## config.mk

```make
export PLATFORM = sky130hd
export DESIGN_NAME = mpsse_jtag_command_decoder_core_flat
export DESIGN_NICKNAME = d
export VERILOG_FILES = /design/src/sv/mjcd_pkg.sv /design/src/sv/mjcd_in_if.sv /design/src/sv/mjcd_out_if.sv /design/src/sv/mjcd_front.sv /design/src/sv/mjcd_queue.sv /design/src/sv/mjcd_back.sv /design/src/sv/mpsse_jtag_command_decoder_core.sv /design/src/flat_wrapper.sv
export SDC_FILE = /design/constraint.sdc
export NUM_CORES = 1
export LEC_CHECK = 0
export BUFFER_PORTS_ARGS = -buffer_cell sky130_fd_sc_hd__buf_4
export CORE_MARGIN = 1.5
export CORE_UTILIZATION = 60
export CTS_BUF_LIST = sky130_fd_sc_hd__clkbuf_8
export DETAILED_ROUTE_END_ITERATION = 10
export GPL_ROUTABILITY_DRIVEN = 1
export HOLD_SLACK_MARGIN = 0.1
export PLACE_DENSITY_LB_ADDON = 0.25
export SLEW_MARGIN = 25
export SYNTH_ARGS = -nofsm -noshare
export SYNTH_HDL_FRONTEND = slang
export SYNTH_SLANG_ARGS = --single-unit
export TNS_END_PERCENT = 5
```

## constraint.sdc

```tcl
create_clock -name clk_i -period 7.5 [get_ports clk_i]
set_input_delay 0.75 -clock clk_i [delete_from_list [all_inputs] [get_ports clk_i]]
set_output_delay 0.75 -clock clk_i [all_outputs]
set_load 0.03 [all_outputs]
```

## src/sv/mjcd_pkg.sv

```systemverilog
`timescale 1ns / 1ps
// ----------------------------------------------------------------------------
// mjcd_pkg
// Types, codes and decode helpers for the MPSSE JTAG command decoder.
// ----------------------------------------------------------------------------
package mjcd_pkg;

  localparam logic [1:0] ACT_SHIFT = 2'd0;
  localparam logic [1:0] ACT_REPLY = 2'd1;
  localparam logic [1:0] ACT_PINS  = 2'd2;
  localparam logic [1:0] ACT_FLUSH = 2'd3;

  localparam logic [7:0] BAD_CMD_REPLY = 8'hfa;
  localparam logic [7:0] OP_SET_LOW    = 8'h80;
  localparam logic [7:0] OP_GET_LOW    = 8'h81;
  localparam logic [7:0] OP_SET_HIGH   = 8'h82;
  localparam logic [7:0] OP_GET_HIGH   = 8'h83;
  localparam logic [7:0] OP_LOOP_ON    = 8'h84;
  localparam logic [7:0] OP_LOOP_OFF   = 8'h85;
  localparam logic [7:0] OP_CLK_DIV    = 8'h86;
  localparam logic [7:0] OP_FLUSH      = 8'h87;
  localparam logic [7:0] OP_CLK_8A     = 8'h8a;
  localparam logic [7:0] OP_CLK_8B     = 8'h8b;
  localparam logic [7:0] OP_CLK_8D     = 8'h8d;
  localparam logic [7:0] OP_CLK_97     = 8'h97;

  typedef struct packed {
    logic [1:0]  action;
    logic [7:0]  out_byte;
    logic [3:0]  bit_count;
    logic [16:0] repeat_count;
    logic        drive_tdi;
    logic        capture_tdo;
    logic        on_tms;
    logic        tdi_level;
    logic [7:0]  pin_dir;
    logic        last;
  } result_t;

  typedef struct packed {
    result_t res0;
    result_t res1;
    logic    two;
  } entry_t;

  function automatic logic [7:0] rev8(input logic [7:0] b);
    logic [7:0] r;
    for (int i = 0; i < 8; i++) begin
      r[i] = b[7-i];
    end
    return r;
  endfunction

  function automatic result_t blank_res();
    result_t r;
    r              = '0;
    r.bit_count    = 4'd8;
    r.repeat_count = 17'd1;
    return r;
  endfunction

  function automatic result_t reply_res(input logic [7:0] b);
    result_t r;
    r          = blank_res();
    r.action   = ACT_REPLY;
    r.out_byte = b;
    return r;
  endfunction

  function automatic logic [2:0] cmd_len(input logic [7:0] c);
    logic [2:0] l;
    if (c[7]) begin
      if (c == 8'h90 || c == 8'h8e) begin
        l = 3'd2;
      end else if (c == OP_SET_LOW || c == OP_SET_HIGH || c == OP_CLK_DIV ||
                   c == 8'h91 || c == 8'h92 || c == 8'h8f || c == 8'h9c ||
                   c == 8'h9d || c == 8'h9e) begin
        l = 3'd3;
      end else if (c == 8'h93) begin
        l = 3'd4;
      end else begin
        l = 3'd1;
      end
    end else if (c[1]) begin
      l = ((c & 8'h50) != 8'h00) ? 3'd3 : 3'd2;
    end else begin
      l = 3'd3;
    end
    return l;
  endfunction

  function automatic logic shift_valid(input logic [7:0] c);
    logic v;
    case (c)
      8'h10, 8'h11, 8'h12, 8'h13, 8'h18, 8'h19, 8'h1a, 8'h1b,
      8'h20, 8'h22, 8'h24, 8'h26, 8'h28, 8'h2a, 8'h2c, 8'h2e,
      8'h31, 8'h33, 8'h34, 8'h36, 8'h39, 8'h3b, 8'h3c, 8'h3e,
      8'h4a, 8'h4b, 8'h6a, 8'h6b, 8'h6e, 8'h6f: v = 1'b1;
      default: v = 1'b0;
    endcase
    return v;
  endfunction

endpackage

```

## src/sv/mjcd_in_if.sv

```systemverilog
`timescale 1ns / 1ps
// ----------------------------------------------------------------------------
// mjcd_in_if
// Input channel: host or TDO byte with valid/ready.
// ----------------------------------------------------------------------------
interface mjcd_in_if;
  logic       valid;
  logic       ready;
  logic       op;
  logic [7:0] data_byte;

  modport source (output valid, output op, output data_byte, input ready);
  modport sink (input valid, input op, input data_byte, output ready);
endinterface

```

## src/sv/mjcd_out_if.sv

```systemverilog
`timescale 1ns / 1ps
// ----------------------------------------------------------------------------
// mjcd_out_if
// Output channel: decoded actions with valid/ready.
// ----------------------------------------------------------------------------
interface mjcd_out_if;
  logic        valid;
  logic        ready;
  logic [1:0]  action;
  logic [7:0]  out_byte;
  logic [3:0]  bit_count;
  logic [16:0] repeat_count;
  logic        drive_tdi;
  logic        capture_tdo;
  logic        on_tms;
  logic        tdi_level;
  logic [7:0]  pin_dir;
  logic        last;

  modport source (output valid, output action, output out_byte, output bit_count,
                  output repeat_count, output drive_tdi, output capture_tdo,
                  output on_tms, output tdi_level, output pin_dir, output last,
                  input ready);
  modport sink (input valid, input action, input out_byte, input bit_count,
                input repeat_count, input drive_tdi, input capture_tdo,
                input on_tms, input tdi_level, input pin_dir, input last,
                output ready);
endinterface

```

## src/sv/mjcd_front.sv

```systemverilog
`timescale 1ns / 1ps
// ----------------------------------------------------------------------------
// mjcd_front
// Command assembly and decode; emits one queue entry per productive transfer.
// ----------------------------------------------------------------------------
module mjcd_front (
  input  logic            clk_i,
  input  logic            rst_ni,
  input  logic            cfg_we_i,
  input  logic            cfg_wdata_i,
  input  logic            in_valid_i,
  output logic            in_ready_o,
  input  logic            in_op_i,
  input  logic [7:0]      in_byte_i,
  output logic            push_valid_o,
  input  logic            push_ready_i,
  output mjcd_pkg::entry_t push_data_o
);
  import mjcd_pkg::*;

  logic        en_q;
  logic [7:0]  opcode_q, opcode_d;
  logic [7:0]  arg_q [3];
  logic [7:0]  arg_d [3];
  logic [2:0]  held_q, held_d, held_n;
  logic [16:0] pl_q, pl_d;
  logic [7:0]  pop_q, pop_d;
  logic        loop_q, loop_d;
  logic        trev_q, trev_d;
  logic [1:0]  n;
  result_t     r0, r1;
  logic [7:0]  b, c, data;
  logic [2:0]  bits;
  logic [16:0] len;
  logic        accept;

  assign in_ready_o = push_ready_i;
  assign accept     = in_valid_i & push_ready_i;
  assign b          = in_byte_i;

  always_comb begin
    opcode_d = opcode_q;
    arg_d    = arg_q;
    held_d   = held_q;
    held_n   = held_q;
    pl_d     = pl_q;
    pop_d    = pop_q;
    loop_d   = loop_q;
    trev_d   = trev_q;
    n        = 2'd0;
    r0       = blank_res();
    r1       = blank_res();
    c        = opcode_q;
    data     = 8'h00;
    bits     = 3'd0;
    len      = 17'd0;
    if (in_op_i) begin
      r0 = reply_res(trev_q ? rev8(b) : b);
      n  = 2'd1;
    end else if (en_q) begin
      if (pl_q != 17'd0) begin
        pl_d = pl_q - 17'd1;
        n    = 2'd1;
        if (loop_q) begin
          r0 = reply_res(b);
        end else begin
          r0.action      = ACT_SHIFT;
          r0.out_byte    = pop_q[3] ? b : rev8(b);
          r0.drive_tdi   = 1'b1;
          r0.capture_tdo = pop_q[5];
        end
      end else begin
        if (held_q == 3'd0) begin
          opcode_d = b;
          held_n   = 3'd1;
        end else begin
          arg_d[held_q[1:0] - 2'd1] = b;
          held_n = held_q + 3'd1;
        end
        c = opcode_d;
        if (held_n < cmd_len(c)) begin
          held_d = held_n;
        end else begin
          held_d = 3'd0;
          if (c[7]) begin
            if (c == OP_SET_LOW) begin
              r0.action   = ACT_PINS;
              r0.out_byte = arg_d[0];
              r0.pin_dir  = arg_d[1];
              n = 2'd1;
            end else if (c == OP_SET_HIGH || c == OP_CLK_DIV || c == OP_CLK_8A ||
                         c == OP_CLK_8B || c == OP_CLK_8D || c == OP_CLK_97) begin
              n = 2'd0;
            end else if (c == OP_GET_LOW || c == OP_GET_HIGH) begin
              r0 = reply_res(8'h00);
              n  = 2'd1;
            end else if (c == OP_LOOP_ON) begin
              loop_d = 1'b1;
            end else if (c == OP_LOOP_OFF) begin
              loop_d = 1'b0;
            end else if (c == OP_FLUSH) begin
              r0.action = ACT_FLUSH;
              n = 2'd1;
            end else begin
              r0 = reply_res(BAD_CMD_REPLY);
              r1 = reply_res(c);
              n  = 2'd2;
            end
          end else if (!shift_valid(c)) begin
            r0 = reply_res(BAD_CMD_REPLY);
            n  = 2'd1;
          end else if (c[1]) begin
            bits = arg_d[0][2:0];
            data = ((c & 8'h50) != 8'h00) ? arg_d[1] : 8'h00;
            if (c[5]) begin
              trev_d = ~c[3];
            end
            r0.action      = ACT_SHIFT;
            r0.bit_count   = {1'b0, bits} + 4'd1;
            r0.capture_tdo = c[5];
            n = 2'd1;
            if (c[6]) begin
              r0.out_byte  = data;
              r0.on_tms    = 1'b1;
              r0.tdi_level = data[7];
            end else begin
              r0.drive_tdi = c[4];
              r0.out_byte  = c[4] ? (c[3] ? data : rev8(data)) : 8'h00;
            end
          end else begin
            len = {1'b0, arg_d[1], arg_d[0]} + 17'd1;
            if (c[5]) begin
              trev_d = ~c[3];
            end
            if (c[4]) begin
              pl_d  = len;
              pop_d = c;
            end else begin
              r0.action       = ACT_SHIFT;
              r0.repeat_count = len;
              r0.capture_tdo  = 1'b1;
              n = 2'd1;
            end
          end
        end
      end
    end
    r0.last = (n == 2'd1);
    r1.last = 1'b1;
  end

  assign push_valid_o     = in_valid_i & (n != 2'd0);
  assign push_data_o.res0 = r0;
  assign push_data_o.res1 = r1;
  assign push_data_o.two  = (n == 2'd2);

  always_ff @(posedge clk_i or negedge rst_ni) begin
    if (!rst_ni) begin
      en_q     <= 1'b0;
      opcode_q <= 8'h00;
      arg_q    <= '{default: 8'h00};
      held_q   <= 3'd0;
      pl_q     <= 17'd0;
      pop_q    <= 8'h00;
      loop_q   <= 1'b0;
      trev_q   <= 1'b0;
    end else begin
      if (cfg_we_i) begin
        en_q <= cfg_wdata_i;
      end
      if (accept) begin
        opcode_q <= opcode_d;
        arg_q    <= arg_d;
        held_q   <= held_d;
        pl_q     <= pl_d;
        pop_q    <= pop_d;
        loop_q   <= loop_d;
        trev_q   <= trev_d;
      end
    end
  end

endmodule

```

## src/sv/mjcd_queue.sv

```systemverilog
`timescale 1ns / 1ps
// ----------------------------------------------------------------------------
// mjcd_queue
// Two-entry queue between decode and issue.
// ----------------------------------------------------------------------------
module mjcd_queue (
  input  logic             clk_i,
  input  logic             rst_ni,
  input  logic             push_valid_i,
  output logic             push_ready_o,
  input  mjcd_pkg::entry_t push_data_i,
  output logic             pop_valid_o,
  input  logic             pop_ready_i,
  output mjcd_pkg::entry_t pop_data_o
);
  import mjcd_pkg::*;

  entry_t     mem [2];
  logic       wr_q, rd_q;
  logic [1:0] cnt_q;
  logic       push, pop;

  assign push_ready_o = (cnt_q != 2'd2);
  assign pop_valid_o  = (cnt_q != 2'd0);
  assign pop_data_o   = mem[rd_q];
  assign push         = push_valid_i & push_ready_o;
  assign pop          = pop_ready_i & pop_valid_o;

  always_ff @(posedge clk_i) begin
    if (push) begin
      mem[wr_q] <= push_data_i;
    end
  end

  always_ff @(posedge clk_i or negedge rst_ni) begin
    if (!rst_ni) begin
      wr_q  <= 1'b0;
      rd_q  <= 1'b0;
      cnt_q <= 2'd0;
    end else begin
      if (push) begin
        wr_q <= ~wr_q;
      end
      if (pop) begin
        rd_q <= ~rd_q;
      end
      cnt_q <= cnt_q + {1'b0, push} - {1'b0, pop};
    end
  end

`ifndef SYNTHESIS
  a_cnt_range: assert property (@(posedge clk_i) disable iff (!rst_ni)
    cnt_q != 2'd3) else $error("queue count out of range");
  a_ptr_match: assert property (@(posedge clk_i) disable iff (!rst_ni)
    (cnt_q == 2'd0 || cnt_q == 2'd2) |-> (wr_q == rd_q)) else $error("pointer mismatch");
  a_ptr_one: assert property (@(posedge clk_i) disable iff (!rst_ni)
    (cnt_q == 2'd1) |-> (wr_q != rd_q)) else $error("pointer mismatch at one");
`endif

endmodule

```

## src/sv/mjcd_back.sv

```systemverilog
`timescale 1ns / 1ps
// ----------------------------------------------------------------------------
// mjcd_back
// Issues queued entries one result per transfer from a holding register.
// ----------------------------------------------------------------------------
module mjcd_back (
  input  logic             clk_i,
  input  logic             rst_ni,
  input  logic             pop_valid_i,
  output logic             pop_ready_o,
  input  mjcd_pkg::entry_t pop_data_i,
  output logic             out_valid_o,
  input  logic             out_ready_i,
  output mjcd_pkg::result_t out_res_o
);
  import mjcd_pkg::*;

  entry_t cur_q;
  logic   cur_valid_q, phase_q;
  logic   fire, done, load;

  assign out_valid_o = cur_valid_q;
  assign out_res_o   = phase_q ? cur_q.res1 : cur_q.res0;
  assign fire        = cur_valid_q & out_ready_i;
  assign done        = fire & (~cur_q.two | phase_q);
  assign load        = ~cur_valid_q | done;
  assign pop_ready_o = load;

  always_ff @(posedge clk_i) begin
    if (load && pop_valid_i) begin
      cur_q <= pop_data_i;
    end
  end

  always_ff @(posedge clk_i or negedge rst_ni) begin
    if (!rst_ni) begin
      cur_valid_q <= 1'b0;
      phase_q     <= 1'b0;
    end else if (load) begin
      cur_valid_q <= pop_valid_i;
      phase_q     <= 1'b0;
    end else if (fire) begin
      phase_q <= 1'b1;
    end
  end

`ifndef SYNTHESIS
  a_phase_valid: assert property (@(posedge clk_i) disable iff (!rst_ni)
    phase_q |-> (cur_valid_q && cur_q.two)) else $error("second phase without pair");
  a_last_end: assert property (@(posedge clk_i) disable iff (!rst_ni)
    done |-> out_res_o.last) else $error("entry ends without last");
  a_pair_first: assert property (@(posedge clk_i) disable iff (!rst_ni)
    (cur_valid_q && cur_q.two && !phase_q) |-> !out_res_o.last)
    else $error("last on first of pair");
`endif

endmodule

```

## src/sv/mpsse_jtag_command_decoder_core.sv

```systemverilog
`timescale 1ns / 1ps
// A two-entry queue decouples decode from issue: an input transfer passes
// through the queue, then the issue holding register. Throughput: one input
// per cycle while the queue has room; one result per cycle while the output
// is ready; an input producing a bad-command pair issues both results in turn.
// Reset (rst_ni low, async) clears all command state, loopback and enable.
// ----------------------------------------------------------------------------
// mpsse_jtag_command_decoder_core
// MPSSE command stream decoder producing shift, reply, pin and flush actions.
// ----------------------------------------------------------------------------
module mpsse_jtag_command_decoder_core (
  input  logic clk_i,
  input  logic rst_ni,
  input  logic cfg_we_i,
  input  logic cfg_wdata_i,
  mjcd_in_if.sink   in_i,
  mjcd_out_if.source out_o
);
  import mjcd_pkg::*;

  logic    push_valid, push_ready, pop_valid, pop_ready;
  entry_t  push_data, pop_data;
  result_t res;

  mjcd_front u_front (
    .clk_i        (clk_i),
    .rst_ni       (rst_ni),
    .cfg_we_i     (cfg_we_i),
    .cfg_wdata_i  (cfg_wdata_i),
    .in_valid_i   (in_i.valid),
    .in_ready_o   (in_i.ready),
    .in_op_i      (in_i.op),
    .in_byte_i    (in_i.data_byte),
    .push_valid_o (push_valid),
    .push_ready_i (push_ready),
    .push_data_o  (push_data)
  );

  mjcd_queue u_queue (
    .clk_i        (clk_i),
    .rst_ni       (rst_ni),
    .push_valid_i (push_valid),
    .push_ready_o (push_ready),
    .push_data_i  (push_data),
    .pop_valid_o  (pop_valid),
    .pop_ready_i  (pop_ready),
    .pop_data_o   (pop_data)
  );

  mjcd_back u_back (
    .clk_i       (clk_i),
    .rst_ni      (rst_ni),
    .pop_valid_i (pop_valid),
    .pop_ready_o (pop_ready),
    .pop_data_i  (pop_data),
    .out_valid_o (out_o.valid),
    .out_ready_i (out_o.ready),
    .out_res_o   (res)
  );

  assign out_o.action       = res.action;
  assign out_o.out_byte     = res.out_byte;
  assign out_o.bit_count    = res.bit_count;
  assign out_o.repeat_count = res.repeat_count;
  assign out_o.drive_tdi    = res.drive_tdi;
  assign out_o.capture_tdo  = res.capture_tdo;
  assign out_o.on_tms       = res.on_tms;
  assign out_o.tdi_level    = res.tdi_level;
  assign out_o.pin_dir      = res.pin_dir;
  assign out_o.last         = res.last;

endmodule
```

## src/flat_wrapper.sv

```systemverilog
// flat-port wrapper written by rule: the top's interface ports become plain ports
module mpsse_jtag_command_decoder_core_flat import mjcd_pkg::*;
  (clk_i, rst_ni, cfg_we_i, cfg_wdata_i, in_i_valid, in_i_op, in_i_data_byte, in_i_ready, out_o_valid, out_o_action, out_o_out_byte, out_o_bit_count, out_o_repeat_count, out_o_drive_tdi, out_o_capture_tdo, out_o_on_tms, out_o_tdi_level, out_o_pin_dir, out_o_last, out_o_ready);
  mjcd_in_if in_i_i ();
  mjcd_out_if out_o_i ();
  input  logic clk_i;
  input  logic rst_ni;
  input  logic cfg_we_i;
  input  logic cfg_wdata_i;
  input wire logic [$bits(in_i_i.valid)-1:0] in_i_valid;
  input wire logic [$bits(in_i_i.op)-1:0] in_i_op;
  input wire logic [$bits(in_i_i.data_byte)-1:0] in_i_data_byte;
  output wire logic [$bits(in_i_i.ready)-1:0] in_i_ready;
  output wire logic [$bits(out_o_i.valid)-1:0] out_o_valid;
  output wire logic [$bits(out_o_i.action)-1:0] out_o_action;
  output wire logic [$bits(out_o_i.out_byte)-1:0] out_o_out_byte;
  output wire logic [$bits(out_o_i.bit_count)-1:0] out_o_bit_count;
  output wire logic [$bits(out_o_i.repeat_count)-1:0] out_o_repeat_count;
  output wire logic [$bits(out_o_i.drive_tdi)-1:0] out_o_drive_tdi;
  output wire logic [$bits(out_o_i.capture_tdo)-1:0] out_o_capture_tdo;
  output wire logic [$bits(out_o_i.on_tms)-1:0] out_o_on_tms;
  output wire logic [$bits(out_o_i.tdi_level)-1:0] out_o_tdi_level;
  output wire logic [$bits(out_o_i.pin_dir)-1:0] out_o_pin_dir;
  output wire logic [$bits(out_o_i.last)-1:0] out_o_last;
  input wire logic [$bits(out_o_i.ready)-1:0] out_o_ready;
  assign in_i_i.valid = in_i_valid;
  assign in_i_i.op = in_i_op;
  assign in_i_i.data_byte = in_i_data_byte;
  assign in_i_ready = in_i_i.ready;
  assign out_o_valid = out_o_i.valid;
  assign out_o_action = out_o_i.action;
  assign out_o_out_byte = out_o_i.out_byte;
  assign out_o_bit_count = out_o_i.bit_count;
  assign out_o_repeat_count = out_o_i.repeat_count;
  assign out_o_drive_tdi = out_o_i.drive_tdi;
  assign out_o_capture_tdo = out_o_i.capture_tdo;
  assign out_o_on_tms = out_o_i.on_tms;
  assign out_o_tdi_level = out_o_i.tdi_level;
  assign out_o_pin_dir = out_o_i.pin_dir;
  assign out_o_last = out_o_i.last;
  assign out_o_i.ready = out_o_ready;
  mpsse_jtag_command_decoder_core u_core (.clk_i(clk_i), .rst_ni(rst_ni), .cfg_we_i(cfg_we_i), .cfg_wdata_i(cfg_wdata_i), .in_i(in_i_i), .out_o(out_o_i));
endmodule
```

### Word level (Yosys, flattened, before mapping)

Memories as Yosys holds them, arrays and structs flattened. A register that Yosys moved wholly into a read port is not among the register bits.
Index checks and enable logic that the tools add are counted.

| operators by class | value |
|---|---|
| add/subtract/negate cells | 7 |
| magnitude comparators | 3 |
| equal/unequal tests | 28 |
| muxes and demuxes | 101 |
| bitwise logic cells | 22 |
| reduce and logical (&&, ||, !) cells | 32 |

Operators by type and width:

| operator | number |
|---|---|
| 43-bit two-way mux | 11 |
| 44-bit two-way mux | 10 |
| 8-bit equality test (second input constant) | 21 |
| 17-bit two-way mux | 8 |
| 24-bit two-way mux | 4 |
| 8-bit two-way mux | 12 |
| 42-bit two-way mux | 1 |
| 3-bit two-way mux | 12 |
| 34-bit two-way mux | 1 |
| 2-bit two-way mux | 15 |
| 25-bit two-way mux | 1 |
| 24-bit bitwise mux | 1 |
| 1-bit two-way mux | 21 |
| 16-bit by 1-bit adder with 17-bit output (second input constant) | 1 |
| 17-bit nonzero test | 1 |
| 17-bit by 1-bit subtractor with 17-bit output (second input constant) | 1 |
| 8-bit demux with 2-bit select | 1 |
| 8-bit AND reduction | 2 |
| 1-bit logical OR | 15 |
| 1-bit inverter | 13 |
| 12-bit two-way mux | 1 |
| 2-bit nonzero test | 6 |
| 10-bit two-way mux | 1 |
| 10-bit AND reduction | 1 |
| other kinds (22) | 32 |

| storage, ports and cells | value |
|---|---|
| register bits | 69 |
| memory bits (writable) | 174 |
| memory bits (read-only) | 128 |
| bits of input ports | 15 |
| output and inout port bits | 46 |
| logic and storage cells | 212 |
| memories kept | 2 |

Memory list:

| name | words | width | rd ports | clocked after memory_dff | wr ports | RTL line | source |
|---|---|---|---|---|---|---|---|
| u_core.u_queue.mem | 2 | 87 | 1 | 1 | 1 | mjcd_queue.sv:18 | `entry_t mem [2];` |
| (name not given) | 128 | 1 | 1 | 0 | 0 | mjcd_pkg.sv:94 | `case (c)` |

### Longest topological paths before layout

| depth | value |
|---|---|
| depth in word-level cells | 36 |
| mapped depth | 21 |
| depth with buffers taken out | 18 |

### By module

Synthesis repeated with hierarchy kept, for this count alone.

| second synthesis, totals | value |
|---|---|
| cells, all modules | 1064 |
| area, all modules | 15406.0 um^2 |

Modules (own cells, without submodules):

| module | instances | cells each | area each (um^2) | sequential area each (um^2) |
|---|---|---|---|---|
| mjcd_queue | 1 | 294 | 7071.8 | 5445.2 |
| mjcd_front | 1 | 621 | 4939.7 | 1226.2 |
| mjcd_back | 1 | 149 | 3394.5 | 2722.6 |

### Worst setup path before layout

OpenSTA, ideal clock, no wires.

| path | value |
|---|---|
| path type | input -> register |
| from | input in_i_data_byte[6] |
| to | memory u_core.u_queue.mem[0][0] (netlist name) (enable) |
| setup time | 0.464 ns |
| arrival time | 5.302 ns |
| data required time | 7.036 ns |
| slack | 1.734 ns |
| cell stages on the path | 13 |
| path buffers | 1 |
| cell sequence | buf_2 or4b_1 o31ai_1 nand3_1 o211ai_1 nor2_1 ha_1 o21ai_0 nand2b_1 o41ai_2 o31ai_1 o21bai_1 nor2_1 |

| between the ends | value |
|---|---|
| longest elaborated chain between the ends | 29 |
| elaborated cells between the ends (all ways) | 74 |
| classes of those cells | order compare (1); eq/ne (21); mux (32); bitwise (2); reduce/logical (17); memory (1) |

RTL lines:

| what | RTL line | source |
|---|---|---|
| start: declaration | flat_wrapper.sv:12 | `input wire logic [$bits(in_i_i.data_byte)-1:0] in_i_data_byte;` |
| 8-bit two-way mux * | mjcd_front.sv:73 | `if (held_q == 3'd0) begin` |
| 8-bit two-way mux * | mjcd_front.sv:61 | `if (pl_q != 17'd0) begin` |
| 8-bit two-way mux * | mjcd_front.sv:60 | `end else if (en_q) begin` |
| 8-bit two-way mux * | mjcd_front.sv:57 | `if (in_op_i) begin` |
| 8-bit equality test, on equally long branches | mjcd_pkg.sv:75, mjcd_front.sv:86, mjcd_front.sv:91 |  |
| 1-bit logical OR (3 in a row) | mjcd_pkg.sv:75 | `end else if (c == OP_SET_LOW \|\| c == OP_SET_HIGH \|\| c == OP_CLK_DIV \|\|` |
| 1-bit logical OR (4 in a row) | mjcd_pkg.sv:76 | `c == 8'h91 \|\| c == 8'h92 \|\| c == 8'h8f \|\| c == 8'h9c \|\|` |
| 1-bit logical OR | mjcd_pkg.sv:77 | `c == 8'h9d \|\| c == 8'h9e) begin` |
| [... 8 more ...] | - |  |
| 2-bit two-way mux * | mjcd_front.sv:61 |  |
| 2-bit two-way mux * | mjcd_front.sv:60 |  |
| 2-bit two-way mux * | mjcd_front.sv:57 |  |
| 2-bit nonzero test * | mjcd_front.sv:152 | `assign push_valid_o = in_valid_i & (n != 2'd0);` |
| 1-bit AND * | mjcd_front.sv:152 |  |
| 1-bit AND * | mjcd_queue.sv:26 | `assign push = push_valid_i & push_ready_o;` |
| 1-bit two-way mux * | mjcd_queue.sv:30 | `if (push) begin` |
| 1-bit two-way mux (not written as such) * | mjcd_queue.sv:31 | `mem[wr_q] <= push_data_i;` |
| end: declaration | mjcd_queue.sv:18 |  |

Mark *: on every way between the ends. The rest lies on a longest branch, timed or not. The select of a mux whose other input is x is not followed.

### Worst setup path in the final report

| path | value |
|---|---|
| from | register u_core.u_front.held_q[0] |
| to | memory u_core.u_queue.mem[0][57] (netlist name), data pin |

| between the ends | value |
|---|---|
| longest elaborated chain between the ends | 25 |
| elaborated cells between the ends (all ways) | 88 |
| classes of those cells | add/sub (3); order compare (3); eq/ne (20); mux (42); bitwise (1); reduce/logical (18); memory (1) |

RTL lines:

| what | RTL line | source |
|---|---|---|
| start: declaration | mjcd_front.sv:25 | `logic [2:0] held_q, held_d, held_n;` |
| start signal: assignment | mjcd_front.sv:174 | `held_q <= held_d;` |
| parallel branches: the longest is 21 deep, another holds 16-bit by 1-bit adder with 17-bit output | - |  |
| 44-bit two-way mux * | mjcd_front.sv:81 | `if (held_n < cmd_len(c)) begin` |
| 44-bit two-way mux * | mjcd_front.sv:61 |  |
| 44-bit two-way mux * | mjcd_front.sv:60 |  |
| 44-bit two-way mux * | mjcd_front.sv:57 |  |

Mark *: on every way between the ends. The select of a mux whose other input is x is not followed.

==> flow_summary.yaml <==
floorplanning:
  rows: 48
  start_util_pct: 60.9
  die_y_um: 135
  die_w_um: 135
  die-area_um2: 18200
  core_um2: 17200
  io_pins: 61
cells_and_area:
  syn2layout_area_growth_pct: 13.2
  fin_util_pct: 68.9
  diodes: 0
  nNetsFinal: 959
  drive_gt1_share_pct: 23.3
synthesis:
  ys_types: 71
  netlist_area_um2: 10500
  netlist_instances: 877
  synth_nets: 902
  synth_adder_area_share_pct: 1.20
  synth.top_cell.area_share_pct: 45.7
  synth_top_area_cell: "edfxtp_1"
  synth.area.top_cells: "edfxtp_1 46%, dfrtp_1 13%, mux2_2 8.1%"
  synth_mux_area_share_pct: 9.61
  synthXorXnorAreaFrac_pct: 1.68
  ys.warnings.count: 0
  ys_seq_elements: 214
  synth_ff_type: "edfxtp_1"
  ys_seq_area_share_pct: 58.8
  synth_top_family_by_area: "simple AND/OR/NAND/NOR gates"
  synth_compound_area_share_pct: 10.8
  synth_edf_count: 159
  syn_avg_cell_area_um2: 11.9
  ys_async_sr_fraction_pct: 25.7
  synthSimpleGateAreaFrac_pct: 14.6
routing:
  route.antenna.remaining_nets: 0
  drt_first_pass_iters: 6
  drt_wl_total_mm: 26.0
  post_drt_wl_per_cell_um: 21.9
  drc: 0
  initialDrtViolationCount: 840
  vias: 7416
  routed_via_density: 6.25
timing:
  setup_tns_ps: 0
  maxSlewViolCount: 0
  finalSetupViolations: 0
  finalCriticalPeriod_ps: 4900
  hold_violations: 0
  max_freq_mhz: 204
  finClkSkew_ps: 31.9
  min_period_over_period_pct: 65.3
  relSlewSlack_pct: 24.0
  max_slew.worst_pin.slew_ps: 1110
  grt_setup_unrepaired: "no"
clock_tree:
  cts_tree: "yes"
  ctsHoldBuffers: 0
  cts_max_level: 2
  cts.sinks: 214
  root_buffer: "clkbuf_8"
  post_cts_buffers: 0
  cts-resized-gates: 0
  cts_buffer_depth: 3
  cts_buffers: 35
  clk_pin_slew_ps: 60
  clk_latency_ps: 540
worst_setup_path:
  cp_cell_sequence: "inv_1 > ha_1 > nor2b_1 > o31ai_1 > nand3_1 > o211ai_1 > nor2_1 > ha_1 > o21ai_0 > nand2b_1 > o41ai_2 > buf_4 > or3_4 > or4_1 > nand2b_1"
  worstReg2RegStart: "u_core.u_front.held_q[0]$_DFFE_PN0P_"
  path_class: "reg2reg"
  worstRegToRegCells: 15
  r2r_slack_ps: 2600
  crit_slowest_cell: "or4_1"
  crit_required_ps: 7770
  path_buf_inv: 2
  max_stage_delay_ps: 770
  crit_arrival_ps: 5170
  rr_endpoint: "u_core.u_queue.mem[0][57]$_DFFE_PP_"
  start_kind: "register"
  crit_fanout: 23
  critPathCaptureType: "register"
  cpLargestDelayFamily: "simple AND/OR/NAND/NOR gates"
global_route:
  grt_overflow: 0
  grt_pass1_wl_mm: 40.2
  grt_max_degree: 56
  grt_usage_pct: 29.0
  grt_pass1_vias: 7142
  antenna_found_initial: 0
placed_design:
  gp_congestion: 0.969
  dpl.hpwl_mm: 17.6
  portBuffers: 60
power:
  powerDensity_nw_per_um2: 368
  ir_drop_mv: 0.266
  leakagePower_uw: 0.00448
job:
  maxCapViolations: 0
status:
  status: "completed"
min_path:
  hp-class: "in2async"
## logic make-up after synthesis
| family | Yosys count |
|---|---|
| mux | 91 |
| flops | 214 |
| simple gates | 287 |
| compound gates | 169 |
| xor+xnor | 20 |
| fa+ha+maj | 10 |
| buf+inv | 86 |
## final cells by class
| type | count | area (µm²) |
|---|---|---|
| sequential | 214 | 6150 |
| fill | 1238 | 5340 |
| multi-input combinational | 577 | 4000 |
| timing repair buffer | 76 | 596 |
| clock buffer | 40 | 551 |
| tap | 225 | 282 |
| clock inverter | 24 | 139 |
| inverter | 30 | 113 |
## power breakdown
group / total, µW / switching [µW] / internal [µW]
clock network: 985 / 456 / 529
registers: 1860 / 180 / 1680
logic: 1510 / 938 / 576
total: 4360 / 1570 / 2780
## flip-flops by register name, summed over array words and instances, names as in the netlist, 2 cells and up
register / count
u_core.u_back.cur_q: 53
u_core.u_front.arg_q: 16
u_core.u_front.held_q: 3
u_core.u_front.opcode_q: 8
u_core.u_front.pl_q: 17
u_core.u_front.pop_q: 2
u_core.u_queue.cnt_q: 2
u_core.u_queue.mem: 106
## metrics by stage
step / setup WS (ps) / area, µm² / hold slack [ps] / total power [µW] / std cells
2_1_floorplan: 1730 / 10500 / 444 / 2860 / 877
3_3_place_gp: 2290 / 11100 / 460 / 3310 / 1120
3_5_place_dp: 2050 / 11100 / 477 / 3370 / 1120
4_1_cts: 2040 / 11800 / 313 / 4360 / 1184
5_1_grt: 2190 / 11800 / 338 / 4560 / 1186
6_report: 2600 / 11800 / 296 / 4360 / 1186
## metal layers
metal  up-vias  share of wire, %  track usage, %
met4         0               3.0            10.3
met2       343                45            43.5
met3        60               7.8            5.41
met1      3616                44            42.7
met5         -                 0               0
li1       3397                 -               -
## layout by cell type (no fill, tap or decap), types with 4 or more instances in the layout
master / n
a211oi_1: 7
a21oi_1: 23
a22oi_1: 9
a31oi_1: 17
and2_1: 10
and3_1: 4
buf_4: 74
clkbuf_8: 40
clkinv_2: 4
dfrtp_1: 54
edfxtp_1: 159
ha_1: 10
inv_1: 45
mux2_2: 75
mux2i_1: 16
nand2_1: 55
nand2b_1: 8
nand3_1: 25
nand4_1: 10
nor2_1: 66
nor2b_1: 38
nor3_1: 12
nor4_1: 12
nor4bb_1: 4
o211ai_1: 5
o21a_1: 7
o21ai_0: 47
o31ai_1: 12
or2_2: 11
or3_1: 5
xnor2_1: 13
xor2_1: 7
## how the worst max path moves through the flow
stage,startpoint,to,depth (start not counted)
finish,u_core.u_front.held_q[0]$_DFFE_PN0P_,u_core.u_queue.mem[0][57]$_DFFE_PP_,15
global route,u_core.u_front.held_q[0]$_DFFE_PN0P_,u_core.u_queue.mem[1][70]$_DFFE_PP_,16
CTS,u_core.u_front.held_q[0]$_DFFE_PN0P_,u_core.u_queue.mem[1][70]$_DFFE_PP_,15
detailed placement,u_core.u_front.held_q[0]$_DFFE_PN0P_,u_core.u_queue.mem[1][62]$_DFFE_PP_,15
global placement,u_core.u_front.held_q[0]$_DFFE_PN0P_,u_core.u_queue.mem[0][62]$_DFFE_PP_,15
floorplan,in_i_data_byte[6],u_core.u_queue.mem[0][0]$_DFFE_PP_,13
## synthesized netlist by cell type (all sizes together) (4+ instances only)
| library cell | n |
|---|---|
| or3 | 6 |
| dfrtp | 55 |
| o21ai | 47 |
| mux2 | 75 |
| o21a | 7 |
| o31ai | 12 |
| a31oi | 17 |
| nand4 | 10 |
| nor2 | 68 |
| and3 | 4 |
| ha | 10 |
| a21oi | 24 |
| o41ai | 4 |
| a211oi | 7 |
| a22oi | 9 |
| o211ai | 5 |
| nor3 | 12 |
| inv | 30 |
| nand2 | 55 |
| edfxtp | 159 |
| nand3 | 25 |
| xnor2 | 13 |
| mux2i | 16 |
| nand2b | 9 |
| nor2b | 38 |
| and2 | 11 |
| buf | 13 |
| xor2 | 7 |
| or2 | 11 |
| nor4 | 13 |
| nor4bb | 4 |
| clkbuf | 43 |
## worst register-to-register path, delay by kind of cell, from the launching register on
kind / cells / cell delay [ps]
buffers and inverters: 2 / 330
adders and majority gates: 2 / 580
and+or+nand+nor: 7 / 2270
AOI/OAI and AO/OA: 4 / 1060
DFF: 1 / 400
No activity file was read; power rests on OpenSTA's default activity.
